$ cat src/hdl/ltoa_pkg.sv
// ----------------------------------------------------------------------------
// ltoa_pkg
// Shared types and constants for the LoRa time-on-air unit.
// ----------------------------------------------------------------------------
`default_nettype none

package ltoa_pkg;

   localparam int unsigned SF_W   = 4;
   localparam int unsigned BW_W   = 19;
   localparam int unsigned CR_W   = 3;
   localparam int unsigned PRE_W  = 16;
   localparam int unsigned PL_W   = 8;
   localparam int unsigned IDX_W  = 3;
   localparam int unsigned DATA_W = 19;
   localparam int unsigned OUT_W  = 32;

   // symbol time division: (1e6 << sf) / bw
   localparam int unsigned WQ_W   = 35;
   localparam int unsigned WA_W   = BW_W;
   // block count division: ceil(num / den)
   localparam int unsigned NQ_W   = 12;
   localparam int unsigned NA_W   = 6;
   localparam int unsigned NCELLS = WQ_W;

   localparam int unsigned PSYM_W = 16;
   localparam int unsigned M_W    = 20;
   localparam int unsigned PROD_W = WQ_W + M_W;

   localparam logic [WQ_W-1:0]  US_PER_SECOND = WQ_W'(1000000);
   localparam logic [BW_W-1:0]  LDRO_BW_LIMIT = BW_W'(125000);
   localparam logic [SF_W-1:0]  LDRO_SF_MIN   = SF_W'(11);
   localparam logic [13:0]      NUM_OFFSET    = 14'd28;
   localparam logic [13:0]      CRC_BITS      = 14'd16;
   localparam logic [13:0]      IMPL_PENALTY  = 14'd20;
   localparam logic [M_W-1:0]   PRE_QUARTERS  = M_W'(17);
   localparam logic [9:0]       FALLBACK_US   = 10'd1000;

   localparam logic [IDX_W-1:0] REG_SF  = 3'd0;
   localparam logic [IDX_W-1:0] REG_BW  = 3'd1;
   localparam logic [IDX_W-1:0] REG_CR  = 3'd2;
   localparam logic [IDX_W-1:0] REG_CRC = 3'd3;
   localparam logic [IDX_W-1:0] REG_HDR = 3'd4;
   localparam logic [IDX_W-1:0] REG_PRE = 3'd5;

   typedef struct packed {
      logic              valid;
      logic [PL_W-1:0]   pl;
      logic [WA_W-1:0]   wa;
      logic [WQ_W-1:0]   wq;
      logic [NA_W-1:0]   na;
      logic [NQ_W-1:0]   nq;
   } cell_data_type;

endpackage

`default_nettype wire

$ cat src/hdl/ltoa_tail.sv
// ----------------------------------------------------------------------------
// ltoa_tail
// Symbol count, total multiply, scaling and saturation, or payload bytes times 1000 us in fallback; holds the result.
// ----------------------------------------------------------------------------
`default_nettype none

module ltoa_tail (
   input  wire                          clock,
   input  wire                          reset,
   input  wire                          advance,
   input  wire                          fallback,
   input  wire [ltoa_pkg::CR_W-1:0]     cr,
   input  wire [ltoa_pkg::PRE_W-1:0]    pre,
   input  ltoa_pkg::cell_data_type      cell_in,
   output logic                         rsp_valid,
   output logic [ltoa_pkg::OUT_W-1:0]   rsp_airtime_us,
   output logic                         rsp_saturated
);

   // stage 1: payload symbols
   logic                          s1_valid_ff;
   logic [ltoa_pkg::PL_W-1:0]     s1_pl_ff;
   logic [ltoa_pkg::WQ_W-1:0]     s1_tsym_ff;
   logic [ltoa_pkg::PSYM_W-1:0]   s1_psym_ff;
   logic [ltoa_pkg::PSYM_W-1:0]   s1_psym_in;
   // stage 2: total quarter-symbol count
   logic                          s2_valid_ff;
   logic [ltoa_pkg::PL_W-1:0]     s2_pl_ff;
   logic [ltoa_pkg::WQ_W-1:0]     s2_tsym_ff;
   logic [ltoa_pkg::M_W-1:0]      s2_m_ff;
   logic [ltoa_pkg::M_W-1:0]      s2_m_in;
   // stage 3: product
   logic                          s3_valid_ff;
   logic [ltoa_pkg::PL_W-1:0]     s3_pl_ff;
   logic [ltoa_pkg::PROD_W-1:0]   s3_prod_ff;
   // output
   logic                          out_valid_ff;
   logic [ltoa_pkg::OUT_W-1:0]    out_time_ff;
   logic                          out_sat_ff;
   logic [ltoa_pkg::OUT_W-1:0]    out_time_in;
   logic                          out_sat_in;
   logic [ltoa_pkg::PROD_W-3:0]   total;
   logic [17:0]                   fb_time;

   assign s1_psym_in = ltoa_pkg::PSYM_W'(cell_in.nq) * ltoa_pkg::PSYM_W'({1'b0, cr} + 4'd4)
                       + ltoa_pkg::PSYM_W'(8);
   assign s2_m_in = ({4'b0, pre} << 2) + ltoa_pkg::PRE_QUARTERS
                    + ({4'b0, s1_psym_ff} << 2);
   assign total   = s3_prod_ff[ltoa_pkg::PROD_W-1:2];
   assign fb_time = {10'b0, s3_pl_ff} * {8'b0, ltoa_pkg::FALLBACK_US};

   always_comb begin
      if (fallback) begin
         out_time_in = ltoa_pkg::OUT_W'(fb_time);
         out_sat_in  = 1'b0;
      end else if (|total[ltoa_pkg::PROD_W-3:ltoa_pkg::OUT_W]) begin
         out_time_in = '1;
         out_sat_in  = 1'b1;
      end else begin
         out_time_in = total[ltoa_pkg::OUT_W-1:0];
         out_sat_in  = 1'b0;
      end
   end

   always_ff @(posedge clock) begin
      if (reset) begin
         s1_valid_ff  <= 1'b0;
         s2_valid_ff  <= 1'b0;
         s3_valid_ff  <= 1'b0;
         out_valid_ff <= 1'b0;
      end else if (advance) begin
         s1_valid_ff  <= cell_in.valid;
         s2_valid_ff  <= s1_valid_ff;
         s3_valid_ff  <= s2_valid_ff;
         out_valid_ff <= s3_valid_ff;
      end
      if (advance) begin
         s1_pl_ff    <= cell_in.pl;
         s1_tsym_ff  <= cell_in.wq;
         s1_psym_ff  <= s1_psym_in;
         s2_pl_ff    <= s1_pl_ff;
         s2_tsym_ff  <= s1_tsym_ff;
         s2_m_ff     <= s2_m_in;
         s3_pl_ff    <= s2_pl_ff;
         s3_prod_ff  <= s2_tsym_ff * s2_m_ff;
         out_time_ff <= out_time_in;
         out_sat_ff  <= out_sat_in;
      end
   end

   assign rsp_valid      = out_valid_ff;
   assign rsp_airtime_us = out_time_ff;
   assign rsp_saturated  = out_sat_ff;

endmodule

`default_nettype wire

$ cat config.mk
export PLATFORM = sky130hd
export DESIGN_NAME = ltoa_tail
export DESIGN_NICKNAME = d
export VERILOG_FILES = /design/src/hdl/ltoa_pkg.sv /design/src/hdl/ltoa_tail.sv
export SDC_FILE = /design/constraint.sdc
export NUM_CORES = 2
export LEC_CHECK = 0
export BUFFER_PORTS_ARGS = -buffer_cell sky130_fd_sc_hd__buf_2
export CORE_AREA = 2 2 270 272
export CTS_CLUSTER_DIAMETER = 60
export DETAILED_ROUTE_END_ITERATION = 10
export DIE_AREA = 0 0 272 274
export PLACE_DENSITY_LB_ADDON = 0.3
export SYNTH_ARGS = -nofsm -noshare
export SYNTH_HDL_FRONTEND = slang
export SYNTH_SLANG_ARGS = --single-unit
$ cat constraint.sdc
create_clock -name clock -period 10.43 [get_ports clock]
set_input_delay 0.5215 -clock clock [delete_from_list [all_inputs] [get_ports clock]]
set_output_delay 0.5215 -clock clock [all_outputs]
set_load 0.05 [all_outputs]
==> flow_metrics.py <==
metrics = {
    "worst_hold_path": {
        "hold_start": "cell_in[31]",
        "holdPathEnd": "s1_tsym_ff[13]",
        "hold_depth": 1,
        "hp-class": "in2reg",
    },
    "outcome": {
        "status": "completed",
    },
    "clock_tree": {
        "root_buffer": "clkbuf_16",
        "clk_path_buf_depth": 3,
        "clock_latency_ns": 0.55,
        "h-tree-depth": 2,
        "cts_setup_buffers": 0,
        "cts_resized": 0,
        "numCtsBuffers": 35,
        "path_clk_slew_ns": 0.06,
        "cts.sink_count": 218,
        "cts_tree": "built",
        "ctsHoldBuffers": 0,
    },
    "detailed_routing": {
        "dr_wl_met3_um": 5560,
        "drc": 0,
        "antenna_left": 0,
        "wl_per_cell_um": 17.8,
        "vias": 21100,
        "topRoutingLayerUsed": "met4",
        "detail_route.wirelength_um": 74500,
        "dr.pass1.iters": 6,
        "wl_met1_um": 32500,
        "avgViaCountPerCell": 5.06,
        "wl_met2_um": 34600,
        "dr.first_iter.drc_count": 1190,
    },
    "floorplanning": {
        "die_w_um": 272,
        "io_pins": 138,
        "fp.coreArea_mm2": 0.0720,
        "initial_core_util_pct": 44.4,
        "rows": 99,
        "dieArea_mm2": 0.0745,
        "die_h_um": 274,
    },
    "yosys": {
        "synth_edf_count": 214,
        "synthCells": 3154,
        "syn_nets": 4143,
        "synth-main-ff-cell": "edfxtp_1",
        "syn_area_mm2": 0.0319,
        "synthArstFlopShare_pct": 0,
        "yosys_warnings": 0,
        "postSynthAreaPerCell_um2": 10.1,
        "synth_sequential_area_ratio_pct": 20.4,
        "ys_ff_latch": 218,
        "synth.distinct_cells": 76,
    },
    "setup_path": {
        "cp_max_fo": 19,
        "worstSetupEndpointType": "flop",
        "crit_arrival_ns": 8.16,
        "r2r_slack_ns": 2.55,
        "crit_path_start_kind": "flop",
        "crit_type": "reg2reg",
        "worstPathRequired_ns": 10.71,
        "cpPeakStageDelay_ns": 0.90,
        "path_common_cell": "fa_1",
        "r2r_end": "s3_prod_ff[53]",
        "cpMaxStageDelayCell": "edfxtp_1",
        "path_delay_family": "adder cells",
        "r2r_start": "s2_m_ff[15]",
        "reg2reg_depth": 22,
        "critPathBufInv": 4,
        "path_cells": "buf_4, nand2_1, fa_1, inv_1, fa_1, fa_1, fa_1, fa_1, fa_1, inv_1, fa_1, inv_1, ha_1, a21oi_1, o21ai_0, nor2_1, or4b_1, and3_4, o311ai_4, o21a_1, o31ai_2, xor2_1",
    },
    "final_layout": {
        "diodes": 0,
        "final_common_cell": "inv_1",
        "nNetsFinal": 4180,
        "drive_gt1_share_pct": 7.34,
        "area_delta_synth_final_pct": 8.01,
        "most-common-layout-cells": "667 x inv_1, 590 x fa_1, 421 x nand2_1",
    },
    "sta": {
        "slew_viol_final": 0,
        "skew_ns": 0.0263,
        "rsz0062_at_grt": "no",
        "setup_tns_ns": 0,
        "fin_crit_ns": 7.88,
        "fmax_mhz": 127,
        "hold_violations": 0,
        "setup_viol": 0,
        "tightest_slew_ns": 1.18,
        "fin_crit_sh_pct": 75.5,
        "relSlewSlack_pct": 21.3,
    },
    "grt": {
        "grt_pass1_vias": 22300,
        "grt_pass1_wl_um": 120000,
        "antenna_found_initial": 0,
        "grt_max_degree": 81,
        "overflow": 0,
        "grt_use_total_pct": 20.7,
    },
    "place": {
        "dp.final_hpwl_um": 54700,
        "io_buffer_count": 112,
        "gp_congestion": 0.848,
    },
    "run": {
        "cap_viol_max_count": 0,
    },
}
-- kinds of logic (layout without fill, tap and decap cells) --
kind of cell | count (synthesis) | after routing | share of synthesized area (%)
buffers and inverters | 815 | 878 | 9.76
DFF | 218 | 218 | 20.4
and+or+nand+nor | 878 | 878 | 13.2
xor gates and xnor gates | 87 | 87 | 2.38
AOI/OAI and AO/OA | 253 | 253 | 5.13
muxes | 18 | 18 | 0.611
adders and majority gates | 885 | 885 | 48.5
-- sequential cells by signal (all words and copies together), names as in the netlist, 8 cells and up --
signal and count:
s2_pl_ff 8, s1_psym_ff 16, s2_m_ff 18, s1_pl_ff 8, s2_tsym_ff 35, rsp_airtime_us 32
s1_tsym_ff 35, s3_prod_ff 53, s3_pl_ff 8
-- metrics by stage --
step | hold slack (ns) | cells | utilization, % | cell area (µm²) | setup slack [ns]
detailed placement | 0.405 | 4113 | 46.4 | 33400 | 2.66
global placement | 0.401 | 4113 | 46.4 | 33400 | 2.70
global route | 0.114 | 4176 | 47.9 | 34500 | 2.27
finish | 0.137 | 4176 | 47.9 | 34500 | 2.55
CTS | 0.105 | 4176 | 47.9 | 34500 | 2.59
floorplan | 0.400 | 3154 | - | 31900 | 3.72
-- cells in the mapped netlist (3+ instances only) --
cell	count	share of area (%)
mux2_2	12	0.42
xnor2_1	66	1.8
edfxtp_1	214	20
and3_1	4	0.078
buf_6	3	0.11
clkbuf_1	137	1.6
a21boi_1	3	0.070
o21a_1	11	0.26
a21oi_2	3	0.082
nor2b_1	10	0.20
a21oi_1	100	1.6
nand3_1	11	0.17
o41ai_1	4	0.11
inv_1	667	7.8
a31oi_1	4	0.078
a21o_1	32	0.75
nand2_1	421	4.9
o21ai_1	3	0.047
dfxtp_1	4	0.25
o21bai_1	16	0.38
a211oi_1	7	0.16
ha_1	295	12
and4_1	5	0.14
nor3_1	30	0.47
fa_1	590	37
nor4_1	4	0.078
xor2_1	21	0.58
o21ai_0	34	0.53
nor2_1	78	0.92
nand4_1	16	0.31
mux2i_1	6	0.19
and2_1	283	5.5
a21boi_0	5	0.12
-- layout make-up --
cell class / instances / area, µm²
Clock buffer: 44 / 940
Clock inverter: 19 / 191
Fill cell: 6688 / 37500
Inverter: 667 / 2500
Multi-Input combinational cell: 2121 / 22300
Sequential cell: 218 / 6510
Tap cell: 959 / 1200
Timing Repair Buffer: 148 / 841
-- worst register-to-register path, cell delays in order (launching register included) --
cell      delay [ns]
edfxtp_1        0.90
buf_4           0.41
nand2_1         0.12
fa_1            0.51
inv_1           0.05
fa_1            0.57
fa_1            0.46
fa_1            0.58
fa_1            0.47
fa_1            0.50
inv_1           0.05
fa_1            0.54
inv_1           0.06
ha_1            0.38
a21oi_1         0.31
o21ai_0         0.14
nor2_1          0.13
or4b_1          0.52
and3_4          0.20
o311ai_4        0.29
o21a_1          0.21
o31ai_2         0.08
xor2_1          0.14
-- worst max path at each step --
stage	start	end	slack [ns]	depth (start not counted)
6_report	s2_m_ff[15]	s3_prod_ff[53]	2.55	22
3_5_place_dp	s2_m_ff[15]	s3_prod_ff[53]	2.66	22
4_1_cts	s2_m_ff[15]	s3_prod_ff[53]	2.59	22
5_1_grt	s2_m_ff[15]	s3_prod_ff[53]	2.27	22
3_3_place_gp	s2_m_ff[15]	s3_prod_ff[53]	2.70	22
2_1_floorplan	s2_m_ff[11]	s3_prod_ff[47]	3.72	25
-- metal layers --
| layer | vias up | track usage, % |
|---|---|---|
| met2 | 604 | 33.7 |
| met3 | 103 | 4.83 |
| met5 | - | 0 |
| li1 | 9732 | - |
| met1 | 10700 | 27.9 |
| met4 | 0 | 5.28 |
Power is not shown: default switching activity piles up to over one toggle a cycle in this logic, so the estimate is an artifact.
