[src/hdl/ltoa_pkg.sv]
// ----------------------------------------------------------------------------
// ltoa_pkg
// Shared types and constants for the LoRa time-on-air unit.
// ----------------------------------------------------------------------------
`default_nettype none

package ltoa_pkg;

   localparam int unsigned SF_W   = 4;
   localparam int unsigned BW_W   = 19;
   localparam int unsigned CR_W   = 3;
   localparam int unsigned PRE_W  = 16;
   localparam int unsigned PL_W   = 8;
   localparam int unsigned IDX_W  = 3;
   localparam int unsigned DATA_W = 19;
   localparam int unsigned OUT_W  = 32;

   // symbol time division: (1e6 << sf) / bw
   localparam int unsigned WQ_W   = 35;
   localparam int unsigned WA_W   = BW_W;
   // block count division: ceil(num / den)
   localparam int unsigned NQ_W   = 12;
   localparam int unsigned NA_W   = 6;
   localparam int unsigned NCELLS = WQ_W;

   localparam int unsigned PSYM_W = 16;
   localparam int unsigned M_W    = 20;
   localparam int unsigned PROD_W = WQ_W + M_W;

   localparam logic [WQ_W-1:0]  US_PER_SECOND = WQ_W'(1000000);
   localparam logic [BW_W-1:0]  LDRO_BW_LIMIT = BW_W'(125000);
   localparam logic [SF_W-1:0]  LDRO_SF_MIN   = SF_W'(11);
   localparam logic [13:0]      NUM_OFFSET    = 14'd28;
   localparam logic [13:0]      CRC_BITS      = 14'd16;
   localparam logic [13:0]      IMPL_PENALTY  = 14'd20;
   localparam logic [M_W-1:0]   PRE_QUARTERS  = M_W'(17);
   localparam logic [9:0]       FALLBACK_US   = 10'd1000;

   localparam logic [IDX_W-1:0] REG_SF  = 3'd0;
   localparam logic [IDX_W-1:0] REG_BW  = 3'd1;
   localparam logic [IDX_W-1:0] REG_CR  = 3'd2;
   localparam logic [IDX_W-1:0] REG_CRC = 3'd3;
   localparam logic [IDX_W-1:0] REG_HDR = 3'd4;
   localparam logic [IDX_W-1:0] REG_PRE = 3'd5;

   typedef struct packed {
      logic              valid;
      logic [PL_W-1:0]   pl;
      logic [WA_W-1:0]   wa;
      logic [WQ_W-1:0]   wq;
      logic [NA_W-1:0]   na;
      logic [NQ_W-1:0]   nq;
   } cell_data_type;

endpackage

`default_nettype wire

[src/hdl/ltoa_cell.sv]
// ----------------------------------------------------------------------------
// ltoa_cell
// One restoring-division step for the symbol time and, when enabled, for
// the payload block count. Registered toward the next cell.
// ----------------------------------------------------------------------------
`default_nettype none

module ltoa_cell (
   input  wire                          clock,
   input  wire                          reset,
   input  wire                          advance,
   input  wire                          narrow_en,
   input  wire [ltoa_pkg::BW_W-1:0]     bw,
   input  wire [ltoa_pkg::NA_W-1:0]     den,
   input  ltoa_pkg::cell_data_type      cell_in,
   output ltoa_pkg::cell_data_type      cell_out
);

   ltoa_pkg::cell_data_type         cell_ff;
   ltoa_pkg::cell_data_type         cell_in_next;
   logic [ltoa_pkg::WA_W:0]         wshift;
   logic [ltoa_pkg::NA_W:0]         nshift;

   always_comb begin
      cell_in_next = cell_in;
      wshift = {cell_in.wa, cell_in.wq[ltoa_pkg::WQ_W-1]};
      if (wshift >= {1'b0, bw}) begin
         cell_in_next.wa = ltoa_pkg::WA_W'(wshift - {1'b0, bw});
         cell_in_next.wq = {cell_in.wq[ltoa_pkg::WQ_W-2:0], 1'b1};
      end else begin
         cell_in_next.wa = wshift[ltoa_pkg::WA_W-1:0];
         cell_in_next.wq = {cell_in.wq[ltoa_pkg::WQ_W-2:0], 1'b0};
      end
      nshift = {cell_in.na, cell_in.nq[ltoa_pkg::NQ_W-1]};
      if (narrow_en) begin
         if (nshift >= {1'b0, den}) begin
            cell_in_next.na = ltoa_pkg::NA_W'(nshift - {1'b0, den});
            cell_in_next.nq = {cell_in.nq[ltoa_pkg::NQ_W-2:0], 1'b1};
         end else begin
            cell_in_next.na = nshift[ltoa_pkg::NA_W-1:0];
            cell_in_next.nq = {cell_in.nq[ltoa_pkg::NQ_W-2:0], 1'b0};
         end
      end
   end

   always_ff @(posedge clock) begin
      if (reset) begin
         cell_ff.valid <= 1'b0;
      end else if (advance) begin
         cell_ff.valid <= cell_in_next.valid;
      end
      if (advance) begin
         cell_ff.pl <= cell_in_next.pl;
         cell_ff.wa <= cell_in_next.wa;
         cell_ff.wq <= cell_in_next.wq;
         cell_ff.na <= cell_in_next.na;
         cell_ff.nq <= cell_in_next.nq;
      end
   end

   assign cell_out = cell_ff;

endmodule

`default_nettype wire

[config.mk]
export PLATFORM = sky130hd
export DESIGN_NAME = ltoa_cell
export DESIGN_NICKNAME = d
export VERILOG_FILES = /design/src/hdl/ltoa_pkg.sv /design/src/hdl/ltoa_cell.sv
export SDC_FILE = /design/constraint.sdc
export NUM_CORES = 1
export LEC_CHECK = 0
export BUFFER_PORTS_ARGS = -buffer_cell sky130_fd_sc_hd__buf_4
export CAP_MARGIN = 20
export CELL_PAD_IN_SITES_DETAIL_PLACEMENT = 1
export CELL_PAD_IN_SITES_GLOBAL_PLACEMENT = 1
export CORE_MARGIN = 2
export CORE_UTILIZATION = 34
export CTS_BUF_LIST = sky130_fd_sc_hd__clkbuf_8
export CTS_CLUSTER_DIAMETER = 200
export DETAILED_ROUTE_END_ITERATION = 8
export HOLD_SLACK_MARGIN = 0.1
export PLACE_DENSITY = 0.81
export SLEW_MARGIN = 10
export SYNTH_ARGS = -nofsm -noshare
export SYNTH_HDL_FRONTEND = slang
export SYNTH_SLANG_ARGS = --single-unit
[constraint.sdc]
create_clock -name clock -period 2.1 [get_ports clock]
set_input_delay 0 -clock clock [delete_from_list [all_inputs] [get_ports clock]]
set_output_delay 0 -clock clock [all_outputs]
set_load 0.01 [all_outputs]
==> results_dict.tcl, run 1 <==
set metrics [dict create \
    path_clk_slew_ns 0.10 \
    numCtsBuffers 9 \
    die_area_sq_mm 0.0137 \
    initialDrtViolationCount 197 \
    grt_max_degree 49 \
    cts_tree "yes" \
    syn_nets 477 \
    synth_area_sq_mm 0.00435 \
    drive_gt1_frac 0.411 \
    setup_ws_ns -0.0659 \
    synthTopCellsByCount "80 x edfxtp_1, 29 x inv_1, 25 x ha_1, 18 x nor2_1, 14 x mux2_1" \
    setup.worst_path.end_class "register" \
    yosys.area.top_type "edfxtp_1" \
    dieWidth_um 117 \
    yosysMostFrequentCell "edfxtp_1" \
    drv_slew 0 \
    dpl-instance-area_sq_mm 0.00624 \
    antenna_found_initial 0 \
    path_class "input port to register" \
    dp.cells 732 \
    globalplace.congestion 0.822 \
    worst_pin_slew_ns 0.501 \
    drv_cap 0 \
    ant_nets 0 \
    grt_pass1_wl_um 24700 \
    post-dp-hpwl_um 10800 \
    crit_arrival_ns 2.40 \
    core_area_sq_mm 0.0126 \
    critPathLaunchType "input port" \
    post-route-period-util 1.03 \
    finalClockSkew_ns 0 \
    clockBufferDepth 2 \
    max_freq_mhz 462 \
    diodes 0 \
    syn_area_per_cell_sq_um 12.8 \
    die_height_um 117 \
    required_ns 2.33 \
    ir_drop_uv 278 \
    row_count 41 \
    grt_pass1_vias 4632 \
    grtUsageTotal 0.242 \
    status "complete, but fails checks" \
    cts_root_buf "clkbuf_8" \
    async_flop_share 0 \
    yosysUniqueCellTypes 54 \
    synthToLayoutAreaGrowth_pct 69.4 \
    synthCells 340 \
    crit_chain "dlygate4sd3_1 -> buf_4 -> ha_1 -> nand4_1 -> o21ai_1 -> nor2_1 -> a211oi_1 -> mux2_2" \
    ys_ff_latch 81 \
    firstDrtPassIters 5 \
    cts_sinks 81 \
    num_vias 4179 \
    fin_crit_ns 2.17 \
    synth_top_area_share 0.552 \
    crit_fanout 4 \
    worstSkewPairLatency_ns 0.36 \
    drc 0 \
    fin_util 0.587 \
    io_buffers 190 \
    synth-edff-count 80 \
    p_leak_nw 3.25 \
    routed_wl_um 17600 \
    crit_slowest_cell "dlygate4sd3_1" \
    ys_warn_count 0 \
    yosysSeqAreaShare 0.556 \
    pin_count 191 \
    grt_overflow 0 \
    largest_reg_flops 81 \
    htreeDepth 3 \
    crit_path_max_incr_delay_ns 0.54 \
    final_cells 839 \
    setup_viol 1 \
    initial_core_util 0.346 \
    violations "setup timing" \
    hp-class "input port to register" \
    power_per_cell_area_mw_per_mm2 620 \
    synth_top_cells_by_area "edfxtp_1 55%, ha_1 7.2%, mux2_1 3.6%" \
    synth_ff_type "edfxtp_1" \
    finalSetupTns_ns -0.0659 \
    viasPerCell 4.98 \
    relSlewSlack 0.666 \
    fin_nets 799 \
    wire_per_inst_um 20.9 \
    fillers 1351 \
    final_area_sq_mm 0.00737 \
    hold_viol_final 0 \
]
==> worst max-delay path, delay by kind of cell <==
kind	cells	cell delay (ns)
muxes	1	0.25
and+or+nand+nor	2	0.33
adders and majority gates	1	0.38
buffers and inverters	2	0.69
AOI/OAI and AO/OA	2	0.75
==> final timing paths <==
path                                    from      endpoint  slack, ns  cells after the start
worst max-delay path             cell_in[15]  cell_out[17]      -0.07                      8
worst min-delay path                 advance  cell_out[71]       0.13                      1
worst max register to register  cell_out[80]  cell_out[80]       0.96                      3
worst min register to register  cell_out[80]  cell_out[80]       1.06                      3
==> per-layer routing <==
metal	up-vias	GRT usage	part of all wire
met2	194	0.462	0.53
met3	62	0.0654	0.072
met1	1993	0.250	0.35
li1	1930	-	-
met5	-	0	0
met4	0	0.0957	0.041
==> per-stage QoR <==
stage | setup WS, ns | hold WS, ns | power, mW
final | -0.0659 | 0.127 | 4.57
after global routing | -0.116 | 0.127 | 4.77
after CTS | 0.0189 | 0.104 | 4.49
after detailed placement | -0.221 | 0.163 | 3.30
after global placement | -0.138 | 0.156 | 3.24
after floorplan | 0.00914 | 0.0724 | 2.63
==> power by group <==
part | internal, mW | switching, mW
Clock | 0.426 | 0.649
Sequential | 1.98 | 0.0639
Combinational | 0.790 | 0.659
Total | 3.20 | 1.37
==> cells by family after synthesis <==
| kind of cell | after synthesis | synth area share |
|---|---|---|
| AOI/OAI and AO/OA | 74 | 0.121 |
| xor gates and xnor gates | 17 | 0.0342 |
| adders and majority gates | 27 | 0.0811 |
| buffers and inverters | 39 | 0.0411 |
| DFF | 81 | 0.556 |
| muxes | 31 | 0.0799 |
| and+or+nand+nor | 71 | 0.0859 |
==> timing repair <==
item / 4_1_cts / 5_1_grt
hold buffers: 88 / 0
resized for setup: 0 / 12
setup endpoints to repair: 0 / 7
hold endpoints to repair: 79 / 0
setup buffers: 0 / 2
==> final cells by class <==
type | count | area, sq um | share of cell area
Inverter | 29 | 109 | 0.0148
Tap cell | 172 | 215 | 0.0292
Clock inverter | 7 | 46.3 | 0.00628
Clock buffer | 9 | 124 | 0.0168
Multi-Input combinational cell | 221 | 1810 | 0.246
Sequential cell | 81 | 2420 | 0.329
Timing Repair Buffer | 320 | 2640 | 0.358
==> layout by cell type, fill, tap and decap left out, types with 3 or more instances in the layout <==
cell type and n:
a211o_1 3, a211oi_1 4, a21o_1 6, a21oi_1 9
a31oi_1 5, and3_1 4, buf_4 230, clkbuf_8 9
clkinvlp_4 4, dlygate4sd3_1 87, edfxtp_1 80, ha_1 22
ha_4 3, inv_1 28, mux2_1 14, mux2_2 12
mux2i_1 4, nand2_1 7, nand2b_1 3, nand3_1 11
nand4_1 4, nor2_1 18, nor2b_1 4, nor3_1 9
o21a_1 10, o21ai_0 7, o21ai_1 4, o31ai_1 3
xnor2_1 9, xor2_1 8
No activity file was read; power rests on OpenSTA's default activity.
==> inputs of run 2 (changes only) <==
--- a/config.mk
+++ b/config.mk
@@ -7,15 +7,13 @@
 export LEC_CHECK = 0
 export BUFFER_PORTS_ARGS = -buffer_cell sky130_fd_sc_hd__buf_4
 export CAP_MARGIN = 20
-export CELL_PAD_IN_SITES_DETAIL_PLACEMENT = 1
-export CELL_PAD_IN_SITES_GLOBAL_PLACEMENT = 1
 export CORE_MARGIN = 2
-export CORE_UTILIZATION = 34
+export CORE_UTILIZATION = 35
 export CTS_BUF_LIST = sky130_fd_sc_hd__clkbuf_8
-export CTS_CLUSTER_DIAMETER = 200
+export CTS_CLUSTER_DIAMETER = 100
 export DETAILED_ROUTE_END_ITERATION = 8
 export HOLD_SLACK_MARGIN = 0.1
-export PLACE_DENSITY = 0.81
+export PLACE_DENSITY = 0.66
 export SLEW_MARGIN = 10
 export SYNTH_ARGS = -nofsm -noshare
 export SYNTH_HDL_FRONTEND = slang
==> results_dict.tcl, run 2 (synthesis results as in run 1) <==
set metrics [dict create \
    status "complete, no violations" \
    largest_reg_flops 81 \
    p_leak_nw 3.25 \
    rrSetupSlack_ns 0.96 \
    grt_overflow 0 \
    setup.worst_path.end_class "register" \
    globalplace.congestion 0.857 \
    initialDrtViolationCount 231 \
    worstSkewPairLatency_ns 0.35 \
    r2r_end "cell_out[80]" \
    pin_count 191 \
    fin_nets 794 \
    die_height_um 116 \
    crit_fanout 16 \
    path_class "input port to register" \
    finalSetupTns_ns 0 \
    finalClockSkew_ns 0 \
    required_ns 2.21 \
    clockBufferDepth 2 \
    wire_per_inst_um 15.6 \
    initial_core_util 0.361 \
    ir_drop_uv 231 \
    row_count 40 \
    drive_gt1_frac 0.406 \
    fin_util 0.605 \
    r2r_start "cell_out[80]" \
    setup_viol 0 \
    post-dp-hpwl_um 8840 \
    dp.cells 729 \
    hp-class "input port to register" \
    io_buffers 190 \
    synthToLayoutAreaGrowth_pct 67.6 \
    crit_arrival_ns 2.12 \
    firstDrtPassIters 4 \
    cp_top_family "buffers and inverters" \
    cp_num_cells 6 \
    max_freq_mhz 499 \
    power_per_cell_area_mw_per_mm2 622 \
    fin_crit_ns 2.00 \
    cts_sinks 81 \
    htreeDepth 3 \
    cts_tree "yes" \
    r2r_cells 3 \
    core_area_sq_mm 0.0121 \
    drc 0 \
    final_cell_mix "230 x buf_4, 84 x dlygate4sd3_1, 80 x edfxtp_1" \
    grt_pass1_vias 4086 \
    dieWidth_um 116 \
    num_vias 3993 \
    crit_chain "dlygate4sd3_1 -> buf_4 -> ha_1 -> a211oi_1 -> and3_4 -> mux2_1" \
    die_area_sq_mm 0.0133 \
    mostFrequentLayoutCell "buf_4" \
    critPathLaunchType "input port" \
    hold_viol_final 0 \
    worst_pin_slew_ns 0.454 \
    routed_wl_um 12900 \
    grt_pass1_wl_um 19800 \
    crit_path_max_incr_delay_ns 0.54 \
    dp_slack_ns -0.261 \
    drv_slew 0 \
    hold_path_startpoint "advance" \
    rsz0062_at_grt "no" \
    numCtsBuffers 9 \
    relSlewSlack 0.697 \
    crit_slowest_cell "dlygate4sd3_1" \
    ant_nets 0 \
    drv_cap 0 \
    final_cells 830 \
    grt_max_degree 54 \
    antenna_found_initial 0 \
    cts_root_buf "clkbuf_8" \
    diodes 0 \
    crit_start "cell_in[70]" \
    critPathBufInv 2 \
    crit_path_end "cell_out[63]" \
    viasPerCell 4.81 \
    path_clk_slew_ns 0.10 \
    post-route-period-util 0.954 \
    setup_ws_ns 0.0961 \
    grtUsageTotal 0.190 \
]
## run 2: per-layer routing
| metal | vias up | GRT usage | wire length [um] |
|---|---|---|---|
| met4 | 0 | 0.0538 | 213 |
| met5 | - | 0 | 0 |
| met2 | 167 | 0.343 | 6500 |
| met3 | 20 | 0.0424 | 976 |
| li1 | 1917 | - | - |
| met1 | 1889 | 0.226 | 5230 |
## run 2: what timing repair did
| item | 4_1_cts | 5_1_grt |
|---|---|---|
| gates resized for setup | 0 | 2 |
| hold buffers | 85 | 0 |
| buffers inserted | 0 | 1 |
| endpoints found under the setup margin | 0 | 4 |
| hold endpoints to repair | 79 | 0 |
## run 2: cell type report
class | instances | area, sq um
Fill cell | 939 | 4770
Timing Repair Buffer | 316 | 2600
Sequential cell | 81 | 2420
Multi-Input combinational cell | 220 | 1760
Tap cell | 168 | 210
Clock buffer | 9 | 124
Inverter | 29 | 109
Clock inverter | 7 | 70.1
## run 2: power breakdown
part,internal (mW),switching [mW]
Sequential,1.98,0.0527
Combinational,0.769,0.579
Clock,0.466,0.690
Total,3.21,1.32
## run 2: how the worst min path moves through the flow
stage	to	slack (ns)	cells past startpoint
after CTS	cell_out[30]	0.11	1
after floorplan	cell_out[80]	0.07	1
after global placement	cell_out[80]	0.16	2
after detailed placement	cell_out[80]	0.16	2
after global routing	cell_out[30]	0.12	1
final	cell_out[30]	0.11	1
## run 2: stage by stage
step	power, mW	hold slack (ns)	instance area, sq um
after floorplan	2.63	0.0724	4360
after global placement	3.25	0.157	6240
after detailed placement	3.26	0.163	6240
after CTS	4.56	0.113	7290
after global routing	4.76	0.116	7290
final	4.53	0.111	7290
